$ cat src/sv/gpl_pkg.sv
// ----------------------------------------------------------------------------
// gpl_pkg
// shared types, codes and command tables of the game-pad link sequencer
// ----------------------------------------------------------------------------
package gpl_pkg;

  // input kinds
  localparam logic [1:0] KIND_INIT  = 2'd0;
  localparam logic [1:0] KIND_POLL  = 2'd1;
  localparam logic [1:0] KIND_REPLY = 2'd2;

  // operation codes
  localparam logic [1:0] OP_IDLE = 2'd0;
  localparam logic [1:0] OP_INIT = 2'd1;
  localparam logic [1:0] OP_POLL = 2'd2;

  // configuration register indexes
  localparam logic CFG_SMALL_MOTOR = 1'b0;
  localparam logic CFG_LARGE_MOTOR = 1'b1;

  // reply check values
  localparam logic [7:0] POLL_ACK  = 8'h5a;
  localparam logic [7:0] NO_PAD    = 8'hff;
  localparam logic [7:0] AXIS_FLIP = 8'h80;
  localparam logic [7:0] AXIS_TOP  = 8'h7f;

  localparam int unsigned FRAME_BYTES = 9;
  localparam logic [3:0]  POLL_LEN    = 4'd9;
  localparam logic [3:0]  CHECK_POS   = 4'd2;
  localparam logic [3:0]  PAD_FIRST   = 4'd3;
  localparam logic [3:0]  SMALL_POS   = 4'd3;
  localparam logic [3:0]  LARGE_POS   = 4'd4;
  localparam logic [1:0]  LAST_FRAME  = 2'd3;
  localparam int unsigned PAD_COUNT   = 6;

  // enter config, analog mode, vibration enable, exit config
  localparam logic [7:0] SETUP_FRAMES [4][FRAME_BYTES] = '{
    '{8'h01, 8'h43, 8'h00, 8'h01, 8'h00, 8'h00, 8'h00, 8'h00, 8'h00},
    '{8'h01, 8'h44, 8'h00, 8'h01, 8'h03, 8'h00, 8'h00, 8'h00, 8'h00},
    '{8'h01, 8'h4d, 8'h00, 8'h00, 8'h01, 8'hff, 8'hff, 8'hff, 8'hff},
    '{8'h01, 8'h43, 8'h00, 8'h00, 8'h5a, 8'h5a, 8'h5a, 8'h5a, 8'h5a}
  };
  localparam logic [3:0] SETUP_LEN [4] = '{4'd5, 4'd9, 4'd9, 4'd9};
  localparam logic [7:0] POLL_FRAME [FRAME_BYTES] = '{
    8'h01, 8'h42, 8'h00, 8'h00, 8'h00, 8'h00, 8'h00, 8'h00, 8'h00
  };

  // pad byte store update from the sequencer
  typedef struct packed {
    logic       we;
    logic [2:0] idx;
    logic [7:0] data;
    logic       link_set;
    logic       link_clr;
  } pad_wr_t;

  // decoded pad status
  typedef struct packed {
    logic              connected;
    logic [15:0]       buttons;
    logic signed [7:0] right_x;
    logic signed [7:0] right_y;
    logic signed [7:0] left_x;
    logic signed [7:0] left_y;
  } pad_status_t;

  // command byte for a given operation, frame and byte position
  function automatic logic [7:0] cmd_byte(input logic [1:0] op, input logic [1:0] frame,
                                          input logic [3:0] pos, input logic small_on,
                                          input logic [7:0] large_lvl);
    logic [7:0] b;
    b = 8'h00;
    if (pos < POLL_LEN) begin
      if (op == OP_POLL) begin
        if (pos == SMALL_POS)      b = {7'd0, small_on};
        else if (pos == LARGE_POS) b = large_lvl;
        else                       b = POLL_FRAME[pos];
      end else begin
        b = SETUP_FRAMES[frame][pos];
      end
    end
    return b;
  endfunction

endpackage

$ cat src/sv/gpl_cmd_if.sv
// ----------------------------------------------------------------------------
// gpl_cmd_if
// request channel: start commands and reply bytes
// ----------------------------------------------------------------------------
interface gpl_cmd_if;
  logic       valid;
  logic       ready;
  logic [1:0] kind;
  logic [7:0] rx_byte;

  modport source (output valid, kind, rx_byte, input ready);
  modport sink   (input valid, kind, rx_byte, output ready);
endinterface

$ cat src/sv/gpl_res_if.sv
// ----------------------------------------------------------------------------
// gpl_res_if
// result channel: next transmit byte, frame marks and decoded pad state
// ----------------------------------------------------------------------------
interface gpl_res_if;
  logic              valid;
  logic              ready;
  logic [7:0]        tx_byte;
  logic              tx_valid;
  logic              frame_start;
  logic              frame_end;
  logic              done_res;
  logic              failed;
  logic              connected;
  logic [15:0]       buttons;
  logic signed [7:0] right_x;
  logic signed [7:0] right_y;
  logic signed [7:0] left_x;
  logic signed [7:0] left_y;

  modport source (output valid, tx_byte, tx_valid, frame_start, frame_end, done_res, failed,
                  connected, buttons, right_x, right_y, left_x, left_y, input ready);
  modport sink   (input valid, tx_byte, tx_valid, frame_start, frame_end, done_res, failed,
                  connected, buttons, right_x, right_y, left_x, left_y, output ready);
endinterface

$ cat src/sv/gpl_cfg_if.sv
// ----------------------------------------------------------------------------
// gpl_cfg_if
// configuration write channel
// ----------------------------------------------------------------------------
interface gpl_cfg_if;
  logic       valid;
  logic       ready;
  logic       index;
  logic [7:0] data;

  modport source (output valid, index, data, input ready);
  modport sink   (input valid, index, data, output ready);
endinterface

$ cat src/sv/gpl_seq.sv
// ----------------------------------------------------------------------------
// gpl_seq
// link sequencer: operation state, frame and byte counters, next command byte
// ----------------------------------------------------------------------------
module gpl_seq (
  input  logic             clk,
  input  logic             rst,
  input  logic             fire,
  input  logic [1:0]       kind,
  input  logic [7:0]       rx_byte,
  input  logic             small_motor_on,
  input  logic [7:0]       large_motor_level,
  output logic [7:0]       tx_byte,
  output logic             tx_valid,
  output logic             frame_start,
  output logic             frame_end,
  output logic             done_res,
  output logic             failed,
  output gpl_pkg::pad_wr_t pad_wr
);
  import gpl_pkg::*;

  logic [1:0] operation;
  logic [1:0] operation_next;
  logic [1:0] frame_number;
  logic [1:0] frame_number_next;
  logic [3:0] byte_position;
  logic [3:0] byte_position_next;
  logic       reply_ok;
  logic       reply_ok_next;
  logic       is_poll;
  logic [3:0] frame_len;
  logic [3:0] pos_inc;
  logic [3:0] pad_off;

  assign is_poll   = (operation == OP_POLL);
  assign frame_len = is_poll ? POLL_LEN : SETUP_LEN[frame_number];
  assign pos_inc   = byte_position + 4'd1;
  assign pad_off   = byte_position - PAD_FIRST;

  always_comb begin
    operation_next     = operation;
    frame_number_next  = frame_number;
    byte_position_next = byte_position;
    reply_ok_next      = reply_ok;
    tx_byte            = 8'h00;
    tx_valid           = 1'b0;
    frame_start        = 1'b0;
    frame_end          = 1'b0;
    done_res           = 1'b0;
    failed             = 1'b0;
    pad_wr             = '0;
    unique case (kind)
      KIND_INIT, KIND_POLL: begin
        operation_next     = (kind == KIND_INIT) ? OP_INIT : OP_POLL;
        frame_number_next  = 2'd0;
        byte_position_next = 4'd0;
        reply_ok_next      = 1'b0;
        pad_wr.link_clr    = (kind == KIND_INIT);
        tx_byte            = cmd_byte(operation_next, 2'd0, 4'd0, small_motor_on,
                                      large_motor_level);
        tx_valid           = 1'b1;
        frame_start        = 1'b1;
      end
      KIND_REPLY: begin
        if (operation != OP_IDLE) begin
          if (byte_position == CHECK_POS) begin
            if (is_poll) reply_ok_next = (rx_byte == POLL_ACK);
            else         reply_ok_next = (frame_number != 2'd0) || (rx_byte != NO_PAD);
          end
          // capture pad bytes once the poll ack has been seen
          if (is_poll && reply_ok_next && byte_position >= PAD_FIRST &&
              byte_position < POLL_LEN) begin
            pad_wr.we   = 1'b1;
            pad_wr.idx  = pad_off[2:0];
            pad_wr.data = rx_byte;
          end
          byte_position_next = pos_inc;
          if (pos_inc < frame_len) begin
            tx_byte  = cmd_byte(operation, frame_number, pos_inc, small_motor_on,
                                large_motor_level);
            tx_valid = 1'b1;
          end else begin
            frame_end = 1'b1;
            if (is_poll) begin
              done_res        = 1'b1;
              failed          = !reply_ok_next;
              pad_wr.link_set = reply_ok_next;
              operation_next  = OP_IDLE;
            end else if (frame_number == 2'd0 && !reply_ok_next) begin
              done_res       = 1'b1;
              failed         = 1'b1;
              operation_next = OP_IDLE;
            end else if (frame_number == LAST_FRAME) begin
              done_res       = 1'b1;
              operation_next = OP_IDLE;
            end else begin
              frame_number_next  = frame_number + 2'd1;
              byte_position_next = 4'd0;
              tx_byte            = cmd_byte(operation, frame_number_next, 4'd0,
                                            small_motor_on, large_motor_level);
              tx_valid           = 1'b1;
              frame_start        = 1'b1;
            end
          end
        end
      end
      default: ;
    endcase
  end

  always_ff @(posedge clk) begin
    if (rst) begin
      operation     <= OP_IDLE;
      frame_number  <= 2'd0;
      byte_position <= 4'd0;
      reply_ok      <= 1'b0;
    end else if (fire) begin
      operation     <= operation_next;
      frame_number  <= frame_number_next;
      byte_position <= byte_position_next;
      reply_ok      <= reply_ok_next;
    end
  end

endmodule

$ cat src/sv/gpl_pad.sv
// ----------------------------------------------------------------------------
// gpl_pad
// pad byte store, link flag and button / stick decode
// ----------------------------------------------------------------------------
module gpl_pad (
  input  logic                 clk,
  input  logic                 rst,
  input  logic                 fire,
  input  gpl_pkg::pad_wr_t     pad_wr,
  output gpl_pkg::pad_status_t status
);
  import gpl_pkg::*;

  logic [7:0] pad_bytes      [PAD_COUNT];
  logic [7:0] pad_bytes_next [PAD_COUNT];
  logic       link_up;
  logic       link_up_next;

  always_comb begin
    for (int i = 0; i < PAD_COUNT; i++) begin
      pad_bytes_next[i] = pad_bytes[i];
    end
    if (pad_wr.we) pad_bytes_next[pad_wr.idx] = pad_wr.data;
    link_up_next = link_up;
    if (pad_wr.link_clr)      link_up_next = 1'b0;
    else if (pad_wr.link_set) link_up_next = 1'b1;
  end

  // decode from the updated state so the result matches this request
  always_comb begin
    status = '0;
    if (link_up_next) begin
      status.connected = 1'b1;
      status.buttons   = ~{pad_bytes_next[1], pad_bytes_next[0]};
      status.right_x   = pad_bytes_next[2] ^ AXIS_FLIP;
      status.right_y   = AXIS_TOP - pad_bytes_next[3];
      status.left_x    = pad_bytes_next[4] ^ AXIS_FLIP;
      status.left_y    = AXIS_TOP - pad_bytes_next[5];
    end
  end

  always_ff @(posedge clk) begin
    if (fire) begin
      for (int i = 0; i < PAD_COUNT; i++) begin
        pad_bytes[i] <= pad_bytes_next[i];
      end
    end
  end

  always_ff @(posedge clk) begin
    if (rst) begin
      link_up <= 1'b0;
    end else if (fire) begin
      link_up <= link_up_next;
    end
  end

endmodule

$ cat src/sv/game_pad_link_sequencer_core.sv
// ----------------------------------------------------------------------------
// game_pad_link_sequencer_core
// sequences game-pad link command frames and decodes the pad replies
// ----------------------------------------------------------------------------
//
//  channel | dir | payload                                     | handshake
//  --------+-----+---------------------------------------------+------------
//  cmd     | in  | kind, rx_byte                               | valid/ready
//  res     | out | tx_byte, marks, status, buttons, four axes  | valid/ready
//  cfg     | in  | index, data (motor settings)                | valid/ready
//
//  one request enters every cycle while the input is open; each request
//  passes through the input register, then the result register
//  the sequencer state advances when a request moves from the input
//  register into the result register
//  a held result stalls only the input register; the input stays open
//  while the input register is empty or moving on
//  rst is synchronous: operation idle, counters cleared, link down,
//  motor settings zero; pad bytes are not cleared
// ----------------------------------------------------------------------------
module game_pad_link_sequencer_core (
  input logic  clk,
  input logic  rst,
  gpl_cmd_if.sink   cmd,
  gpl_res_if.source res,
  gpl_cfg_if.sink   cfg
);
  import gpl_pkg::*;

  // motor settings
  logic       small_motor_on;
  logic [7:0] large_motor_level;

  // input register
  logic       s1_valid;
  logic [1:0] s1_kind;
  logic [7:0] s1_rx;
  logic       s1_adv;
  logic       fire;

  // combinational results of the request in the input register
  logic        seq_tx_valid;
  logic [7:0]  seq_tx_byte;
  logic        seq_frame_start;
  logic        seq_frame_end;
  logic        seq_done;
  logic        seq_failed;
  pad_wr_t     pad_wr;
  pad_status_t status;

  // config writes always land
  assign cfg.ready = 1'b1;

  always_ff @(posedge clk) begin
    if (rst) begin
      small_motor_on    <= 1'b0;
      large_motor_level <= 8'h00;
    end else if (cfg.valid) begin
      unique case (cfg.index)
        CFG_SMALL_MOTOR: small_motor_on    <= cfg.data[0];
        CFG_LARGE_MOTOR: large_motor_level <= cfg.data;
      endcase
    end
  end

  // result register free or draining this cycle
  assign s1_adv    = !res.valid || res.ready;
  assign fire      = s1_valid && s1_adv;
  assign cmd.ready = !s1_valid || s1_adv;

  always_ff @(posedge clk) begin
    if (rst) begin
      s1_valid <= 1'b0;
    end else if (cmd.ready) begin
      s1_valid <= cmd.valid;
    end
  end

  always_ff @(posedge clk) begin
    if (cmd.valid && cmd.ready) begin
      s1_kind <= cmd.kind;
      s1_rx   <= cmd.rx_byte;
    end
  end

  gpl_seq u_seq (
    .clk               (clk),
    .rst               (rst),
    .fire              (fire),
    .kind              (s1_kind),
    .rx_byte           (s1_rx),
    .small_motor_on    (small_motor_on),
    .large_motor_level (large_motor_level),
    .tx_byte           (seq_tx_byte),
    .tx_valid          (seq_tx_valid),
    .frame_start       (seq_frame_start),
    .frame_end         (seq_frame_end),
    .done_res          (seq_done),
    .failed            (seq_failed),
    .pad_wr            (pad_wr)
  );

  gpl_pad u_pad (
    .clk    (clk),
    .rst    (rst),
    .fire   (fire),
    .pad_wr (pad_wr),
    .status (status)
  );

  // result register
  always_ff @(posedge clk) begin
    if (rst) begin
      res.valid <= 1'b0;
    end else if (fire) begin
      res.valid <= 1'b1;
    end else if (res.ready) begin
      res.valid <= 1'b0;
    end
  end

  always_ff @(posedge clk) begin
    if (fire) begin
      res.tx_byte     <= seq_tx_byte;
      res.tx_valid    <= seq_tx_valid;
      res.frame_start <= seq_frame_start;
      res.frame_end   <= seq_frame_end;
      res.done_res    <= seq_done;
      res.failed      <= seq_failed;
      res.connected   <= status.connected;
      res.buttons     <= status.buttons;
      res.right_x     <= status.right_x;
      res.right_y     <= status.right_y;
      res.left_x      <= status.left_x;
      res.left_y      <= status.left_y;
    end
  end

endmodule
$ cat src/flat_wrapper.sv
// flat-port wrapper written by rule: the top's interface ports become plain ports
module game_pad_link_sequencer_core_flat import gpl_pkg::*;
  (clk, rst, cmd_valid, cmd_kind, cmd_rx_byte, cmd_ready, res_valid, res_tx_byte, res_tx_valid, res_frame_start, res_frame_end, res_done_res, res_failed, res_connected, res_buttons, res_right_x, res_right_y, res_left_x, res_left_y, res_ready, cfg_valid, cfg_index, cfg_data, cfg_ready);
  gpl_cmd_if cmd_i ();
  gpl_res_if res_i ();
  gpl_cfg_if cfg_i ();
  input logic clk;
  input logic rst;
  input wire logic [$bits(cmd_i.valid)-1:0] cmd_valid;
  input wire logic [$bits(cmd_i.kind)-1:0] cmd_kind;
  input wire logic [$bits(cmd_i.rx_byte)-1:0] cmd_rx_byte;
  output wire logic [$bits(cmd_i.ready)-1:0] cmd_ready;
  output wire logic [$bits(res_i.valid)-1:0] res_valid;
  output wire logic [$bits(res_i.tx_byte)-1:0] res_tx_byte;
  output wire logic [$bits(res_i.tx_valid)-1:0] res_tx_valid;
  output wire logic [$bits(res_i.frame_start)-1:0] res_frame_start;
  output wire logic [$bits(res_i.frame_end)-1:0] res_frame_end;
  output wire logic [$bits(res_i.done_res)-1:0] res_done_res;
  output wire logic [$bits(res_i.failed)-1:0] res_failed;
  output wire logic [$bits(res_i.connected)-1:0] res_connected;
  output wire logic [$bits(res_i.buttons)-1:0] res_buttons;
  output wire logic [$bits(res_i.right_x)-1:0] res_right_x;
  output wire logic [$bits(res_i.right_y)-1:0] res_right_y;
  output wire logic [$bits(res_i.left_x)-1:0] res_left_x;
  output wire logic [$bits(res_i.left_y)-1:0] res_left_y;
  input wire logic [$bits(res_i.ready)-1:0] res_ready;
  input wire logic [$bits(cfg_i.valid)-1:0] cfg_valid;
  input wire logic [$bits(cfg_i.index)-1:0] cfg_index;
  input wire logic [$bits(cfg_i.data)-1:0] cfg_data;
  output wire logic [$bits(cfg_i.ready)-1:0] cfg_ready;
  assign cmd_i.valid = cmd_valid;
  assign cmd_i.kind = cmd_kind;
  assign cmd_i.rx_byte = cmd_rx_byte;
  assign cmd_ready = cmd_i.ready;
  assign res_valid = res_i.valid;
  assign res_tx_byte = res_i.tx_byte;
  assign res_tx_valid = res_i.tx_valid;
  assign res_frame_start = res_i.frame_start;
  assign res_frame_end = res_i.frame_end;
  assign res_done_res = res_i.done_res;
  assign res_failed = res_i.failed;
  assign res_connected = res_i.connected;
  assign res_buttons = res_i.buttons;
  assign res_right_x = res_i.right_x;
  assign res_right_y = res_i.right_y;
  assign res_left_x = res_i.left_x;
  assign res_left_y = res_i.left_y;
  assign res_i.ready = res_ready;
  assign cfg_i.valid = cfg_valid;
  assign cfg_i.index = cfg_index;
  assign cfg_i.data = cfg_data;
  assign cfg_ready = cfg_i.ready;
  game_pad_link_sequencer_core u_core (.clk(clk), .rst(rst), .cmd(cmd_i), .res(res_i), .cfg(cfg_i));
endmodule
$ cat config.mk
export PLATFORM = sky130hd
export DESIGN_NAME = game_pad_link_sequencer_core_flat
export DESIGN_NICKNAME = d
export VERILOG_FILES = /design/src/sv/gpl_pkg.sv /design/src/sv/gpl_cmd_if.sv /design/src/sv/gpl_res_if.sv /design/src/sv/gpl_cfg_if.sv /design/src/sv/gpl_seq.sv /design/src/sv/gpl_pad.sv /design/src/sv/game_pad_link_sequencer_core.sv /design/src/flat_wrapper.sv
export SDC_FILE = /design/constraint.sdc
export NUM_CORES = 1
export LEC_CHECK = 0
export BUFFER_PORTS_ARGS = -buffer_cell sky130_fd_sc_hd__buf_4
export CAP_MARGIN = 25
export CORE_ASPECT_RATIO = 0.7
export CORE_MARGIN = 4
export CORE_UTILIZATION = 52
export DETAILED_ROUTE_END_ITERATION = 16
export PLACE_DENSITY = 0.76
export SYNTH_ARGS = -nofsm -noshare
export SYNTH_HDL_FRONTEND = slang
export SYNTH_SLANG_ARGS = --single-unit
export TNS_END_PERCENT = 100
$ cat constraint.sdc
create_clock -name clk -period 3.35 [get_ports clk]
set_clock_uncertainty 0.05 [all_clocks]
set_input_delay 0.1675 -clock clk [delete_from_list [all_inputs] [get_ports clk]]
set_output_delay 0.1675 -clock clk [all_outputs]
set_load 0.05 [all_outputs]
# After elaboration in Yosys (flattened, before gate mapping)
# Memory sizes are Yosys's and may differ from the RTL's.
# Index checks and enable logic that the tools add are counted.
[totals]
mem_bits_rw = 48
ff_bits = 93
wordCells = 173
mem_bits_ro = 128
input_bits = 24
out_inout_bits = 65
memories = 2
[op_classes]
addsub = 5
n_reduce_logical = 27
n_mux = 82
n_eq_ne = 15
order_cmp = 9
bitwise_logic = 10
[memory_table]
columns = ["name", "words", "width", "read_ports", "rd_ports_with_merged_regs", "write_ports", "line", "source"]
rows = [
  ["(name not given)", 16, 8, 1, 0, 0, "gpl_pkg.sv:77", "else b = POLL_FRAME[pos];"],
  ["u_core.u_pad.pad_bytes", 6, 8, 6, 0, 6, "gpl_pad.sv:14", "logic [7:0] pad_bytes [PAD_COUNT];"],
]
[op_table]
columns = ["op", "n"]
rows = [
  ["72-bit binary-select mux with 2-bit select", 2],
  ["72-bit 2-to-1 mux", 4],
  ["8-bit 2-to-1 mux", 14],
  ["49-bit 2-to-1 mux", 1],
  ["48-bit bitwise mux", 1],
  ["48-bit 2-to-1 mux", 1],
  ["8-bit binary-select mux with 4-bit select", 1],
  ["4-bit 2-to-1 mux", 8],
  ["1-bit 2-to-1 mux", 27],
  ["13-bit 2-to-1 mux", 2],
  ["8-bit demux with 3-bit select", 1],
  ["2-bit 2-to-1 mux", 11],
  ["16-bit inverter", 1],
  ["8-bit case mux with 2 select lines", 1],
  ["7-bit by 8-bit subtractor with 8-bit output (first input constant)", 2],
  ["12-bit 2-to-1 mux", 1],
  ["2-bit inequality test (second input constant)", 5],
  ["4-bit binary-select mux with 2-bit select", 1],
  ["4-bit by 2-bit equality test with 1-bit output (second input constant)", 2],
  ["8-bit by 7-bit equality test with 1-bit output (second input constant)", 1],
  ["4-bit less-than comparator (second input constant)", 2],
  ["8-bit inequality test (second input constant)", 1],
  ["2-bit case mux with 2 select lines", 2],
  ["4-bit case mux with 2 select lines", 1],
  ["other kinds (29)", 55],
]

# Depth between registers and ports, before layout
[depth]
ltp_word = 21
depth_mapped = 14
depth_no_buf = 10

# By module
# Synthesis repeated with hierarchy kept, for this count alone.
[hier_totals]
cells_unflattened = 465
hier_area_um2 = 6338.6
[by_module_without_submodules]
columns = ["module", "instances", "area_each_um2", "cells_per_inst", "seq_area_each_um2"]
rows = [
  ["game_pad_link_sequencer_core", 1, 2665.1, 124, 2382.3],
  ["gpl_pad", 1, 2436.1, 164, 1461.4],
  ["gpl_seq", 1, 1237.4, 177, 180.2],
]

# Least setup slack after synthesis
# No wires, ideal clock.
[synth_timing]
path_kind = "reg2reg"
startpoint = "register u_core.u_seq.byte_position[1]"
endpoint = "register u_core.res.buttons[10] (netlist bit) (data pin)"
stages_incl_launch_ff = 15
n_path_buf = 4
slack_ns = -0.223
setup_ns = 0.266
synth_period_minus_slack_ns = 3.573
arrival_time_ns = 3.258
t_required_ns = 3.034
cell_sequence = "dfxtp_1 > ha_1 > clkbuf_1 > xnor2_1 > inv_1 > clkbuf_1 > ha_1 > nor2b_1 > o21ai_0 > nand2b_1 > a31o_2 > o21ai_0 > clkbuf_1 > clkbuf_1 > nor2_1"
[synth_between]
elab_chain_cells = 18
elab_cells_between_ends = 28
classes_between = "add/sub (2); order compare (5); eq/ne (1); mux (14); bitwise (2); reduce/logical (4)"
[synth_lines]
columns = ["element", "line", "source"]
rows = [
  ["start, declared", "gpl_seq.sv:27", "logic [3:0] byte_position;"],
  ["start signal, assigned", "gpl_seq.sv:121", "byte_position <= byte_position_next;"],
  ["4-bit by 2-bit equality test with 1-bit output", "gpl_seq.sv:67", "if (byte_position == CHECK_POS) begin"],
  ["1-bit 2-to-1 mux", "gpl_seq.sv:67", ""],
  ["1-bit 2-to-1 mux", "gpl_seq.sv:66", "if (operation != OP_IDLE) begin"],
  ["1-bit 2-to-1 mux", "gpl_seq.sv:53", "unique case (kind)"],
  ["1-bit logical AND (3 in a row)", "gpl_seq.sv:72", "if (is_poll && reply_ok_next && byte_position >= PAD_FIRST &&"],
  ["12-bit 2-to-1 mux", "gpl_seq.sv:72", ""],
  ["13-bit 2-to-1 mux *", "gpl_seq.sv:66", ""],
  ["13-bit 2-to-1 mux *", "gpl_seq.sv:53", ""],
  ["3-bit inverter with 4-bit output (implied by the code)", "gpl_pad.sv:23", "if (pad_wr.we) pad_bytes_next[pad_wr.idx] = pad_wr.data;"],
  ["4-bit greater-or-equal comparator (implied by the code) / 4-bit by 1-bit less-than comparator with 1-bit output (equally long branches)", "gpl_pad.sv:23", ""],
  ["1-bit logical AND (implied by the code)", "gpl_pad.sv:23", ""],
  ["8-bit 2-to-1 mux (implied by the code)", "gpl_pad.sv:23", ""],
  ["8-bit demux with 3-bit select", "gpl_pad.sv:23", ""],
  ["48-bit bitwise mux", "gpl_pad.sv:23", ""],
  ["48-bit 2-to-1 mux", "gpl_pad.sv:23", ""],
  ["16-bit inverter", "gpl_pad.sv:34", "status.buttons = ~{pad_bytes_next[1], pad_bytes_next[0]};"],
  ["end, declared", "gpl_res_if.sv:22", "connected, buttons, right_x, right_y, left_x, left_y, input ready);"],
]
# Every way passes the cells marked *; elsewhere a longest branch is shown, timed or not. The select of a mux whose other input is x is not followed.
# A chain may end at the register's enable or synchronous reset.

==> results.md <==
- Outcome: completed
- Clock sink total: about 140
- Clock power frac: ~47%
- Psw: 952 µW
- Period utilization: 93.5%
- Number of CTS-inserted buffers: 17
- Total routed wirelength: around 15000 µm
- Min Tclk post-route: around 3100 ps
- EDFF count, synth: 120
- Largest stage delay on the critical path: ~450 ps
- Max-slew violation count: 0
- Relative slew slack: 45.9%
- Layout cells sized above 1: about a third
- Routed len/inst: 19.1 µm
- Register area share after synthesis: 63.8%
- Synthesized area: 6310 µm²
- # port buffers: 87
- Vias: around 4.6k
- Most common cell after layout, fill and taps aside: edfxtp_1
- Vias in the first global route: roughly 4.3k
- Worst Path Required: ~3400 ps
- H-tree depth: 4
- Maximum vdd ir drop: a little over 0.4 mV
- Worst Path Arrival: 3160 ps
- Worst setup SP type: register
- Dpl hpwl: 9950 µm
- Total power draw: about 4.3 mW
- Core area: ~12000 µm²
- Die extent in y: approximately 100 µm
- Pleak: around 3.2 nW
- First drt pass iteration count: 5
- Top FF cell, synth: edfxtp_1
- Ys async rst share: 0%
- Syn Inst Count: roughly 490
- Die area: between 10000 and 15000 µm²
- Synth Warn #: 0
- Largest net degree at the start of global routing: 40
- PD cells: 523 nW/µm²
- Routed vias/inst: just under 6
- Synthesized area per cell: roughly 13 µm²
- Post-route DRC: 0
- Comb pwr share: under 10%
- Reg-to-reg slack, setup: roughly 220 ps
- Diode count: 0
- Final GP Congestion: about 0.9
- Syn Nets: roughly 520
- Total global routing overflow: 0
- First-pass GRT wire length: around 23000 µm
- Nets: 652
- Total of max-cap violations: 0
- Initial antenna violation count: 0
- Max FO, Critical Path: 10
- Setup TNS: 0 ps
- Least-Margin Pin Slew: 791 ps
- Worst-Skew Late Latency: 430 ps
- Initial Utilization: between 50% and 60%
- Seq pwr share: approximately 46%
- Crit end category: register
- Sw Share: between 20% and 30%
- Yosys reg bits: between 100 and 150
- Final Hold Fails: 0
- Worst reg2reg path startpoint: u_core.u_seq.byte_position[0]
- Hold WC Path Type: primary input to register
- Initial DRC count: approximately 400
- Endpoints failing setup: 0
- Critical Path Start: u_core.u_seq.byte_position[0]
- CTS root buf: clkbuf_16
- Synth unique cells: 60
- RSZ-0062 raised after global routing: no
- Max Fclk: about 320 MHz
- CTS tree: yes
- Crit path cell chain: inv_1 > ha_1 > or3b_1 > or3_4 > a211oi_4 > and3_2 > and2_1
- Io pins: 89
- CTS max path bufs: 2
- Worst r2r path cells: 7
- CP max stage cell: or3_4
- Die W: approximately 140 µm
- Total GRT Usage: 21.8%
- Most frequent cells in the layout: edfxtp_1 (120), buf_4 (117), nor2_1 (38)
- Cell internal pwr: 3.31 mW
- Area grow syn2layout: 29.1%
- Antenna viol nets, final: 0
- # rows: 33
- Post-CTS setup buffers: 0
- Clock-pin slew on the worst setup and hold paths: 60 ps
- WS Path Type: register to register
-- through the flow --
stage / std cells / util (%) / area (µm²) / hold slack, ps / setup WS [ps]
after detailed placement: 734 / 62.0 / 7300 / 297 / 137
after floorplan: 487 / - / 6320 / 216 / 7.27
after CTS: 786 / 69.1 / 8130 / 10.9 / 125
final: 786 / 69.2 / 8140 / 27.0 / 217
after global routing: 786 / 69.2 / 8140 / 24.6 / 68.5
after global placement: 734 / 62.0 / 7300 / 296 / 296
-- synthesized netlist by cell type (2+ instances only) --
| master | number | share of area [%] |
|---|---|---|
| a211oi_2 | 2 | 0.40 |
| nand4b_1 | 2 | 0.28 |
| o22ai_1 | 3 | 0.30 |
| buf_1 | 2 | 0.12 |
| nand4_4 | 2 | 0.67 |
| o21ai_0 | 13 | 1.0 |
| a21o_1 | 2 | 0.24 |
| a21oi_1 | 26 | 2.1 |
| o31ai_1 | 2 | 0.24 |
| or2_2 | 2 | 0.20 |
| o32ai_1 | 3 | 0.42 |
| nand2b_1 | 4 | 0.40 |
| and3_1 | 4 | 0.40 |
| nand4_1 | 5 | 0.50 |
| nor3_1 | 10 | 0.79 |
| or3_1 | 2 | 0.20 |
| nand2_1 | 24 | 1.4 |
| nor2_1 | 38 | 2.3 |
| mux2_2 | 31 | 5.5 |
| and3_2 | 2 | 0.24 |
| nor3b_1 | 2 | 0.24 |
| buf_4 | 2 | 0.24 |
| a31oi_1 | 4 | 0.40 |
| nand3_1 | 16 | 1.3 |
| buf_6 | 2 | 0.36 |
| and2_1 | 18 | 1.8 |
| and2b_1 | 8 | 0.95 |
| nor4b_1 | 2 | 0.28 |
| o211ai_1 | 4 | 0.48 |
| nor2b_1 | 22 | 2.2 |
| inv_1 | 14 | 0.83 |
| edfxtp_1 | 120 | 57 |
| dfxtp_1 | 21 | 6.7 |
| a211oi_1 | 16 | 1.9 |
| ha_1 | 12 | 2.4 |
| clkbuf_1 | 21 | 1.2 |
-- repair_timing --
action                     in CTS  in global routing
resized for setup               0                  2
hold endpoints to repair       21                  0
hold buffers                   20                  0
setup endpoints to repair       0                 16
-- worst max-delay path, delay by kind of cell (launching register included) --
family | cells | cell delay, ps
AOI/OAI and AO/OA | 1 | 390
adders and majority gates | 1 | 170
buffers and inverters | 1 | 120
DFF | 1 | 420
and+or+nand+nor | 4 | 1640
-- power groups by stage --
stage | registers (mW) | clock network, mW | logic (mW)
final | 1.96 | 1.98 | 0.323
after global routing | 1.96 | 2.08 | 0.341
after CTS | 1.96 | 2.00 | 0.320
after detailed placement | 1.99 | 0 | 0.299
after global placement | 1.99 | 0 | 0.298
after floorplan | 2.10 | 0 | 0.0792
-- cell type report --
class / count / area, µm²
sequential: 141 / 4020
fill: 804 / 3630
multi-input combinational: 303 / 2110
timing repair buffer: 139 / 1120
clock buffer: 24 / 536
tap: 157 / 196
clock inverter: 8 / 100
inverter: 14 / 56.3
-- layer usage --
metal | global-route usage (%) | wire (µm)
met1 | 32.5 | 6730
met2 | 31.1 | 6730
met3 | 5.86 | 1310
met4 | 7.82 | 245
met5 | 0 | 0
-- worst min-delay path by stage --
stage                         from                          end  cells past startpoint
floorplan              cmd_kind[0]            u_core.s1_kind[0]                      0
global placement       cmd_kind[0]            u_core.s1_kind[0]                      1
detailed placement  cmd_rx_byte[6]              u_core.s1_rx[6]                      1
CTS                      cfg_index  u_core.large_motor_level[5]                      3
global route             cfg_valid  u_core.large_motor_level[5]                      3
finish                         rst             u_core.res.valid                      2
-- kinds of logic after synthesis --
| logic type | count (synthesis) | synth area share [%] |
|---|---|---|
| and+or+nand+nor | 168 | 14.7 |
| DFF | 141 | 63.8 |
| AOI/OAI and AO/OA | 87 | 9.64 |
| buffers and inverters | 43 | 3.19 |
| muxes | 33 | 5.93 |
| adders and majority gates | 12 | 2.38 |
| xor gates and xnor gates | 2 | 0.278 |
| other | 1 | 0.0595 |
Note: power is estimated with default switching activity, not from simulation.
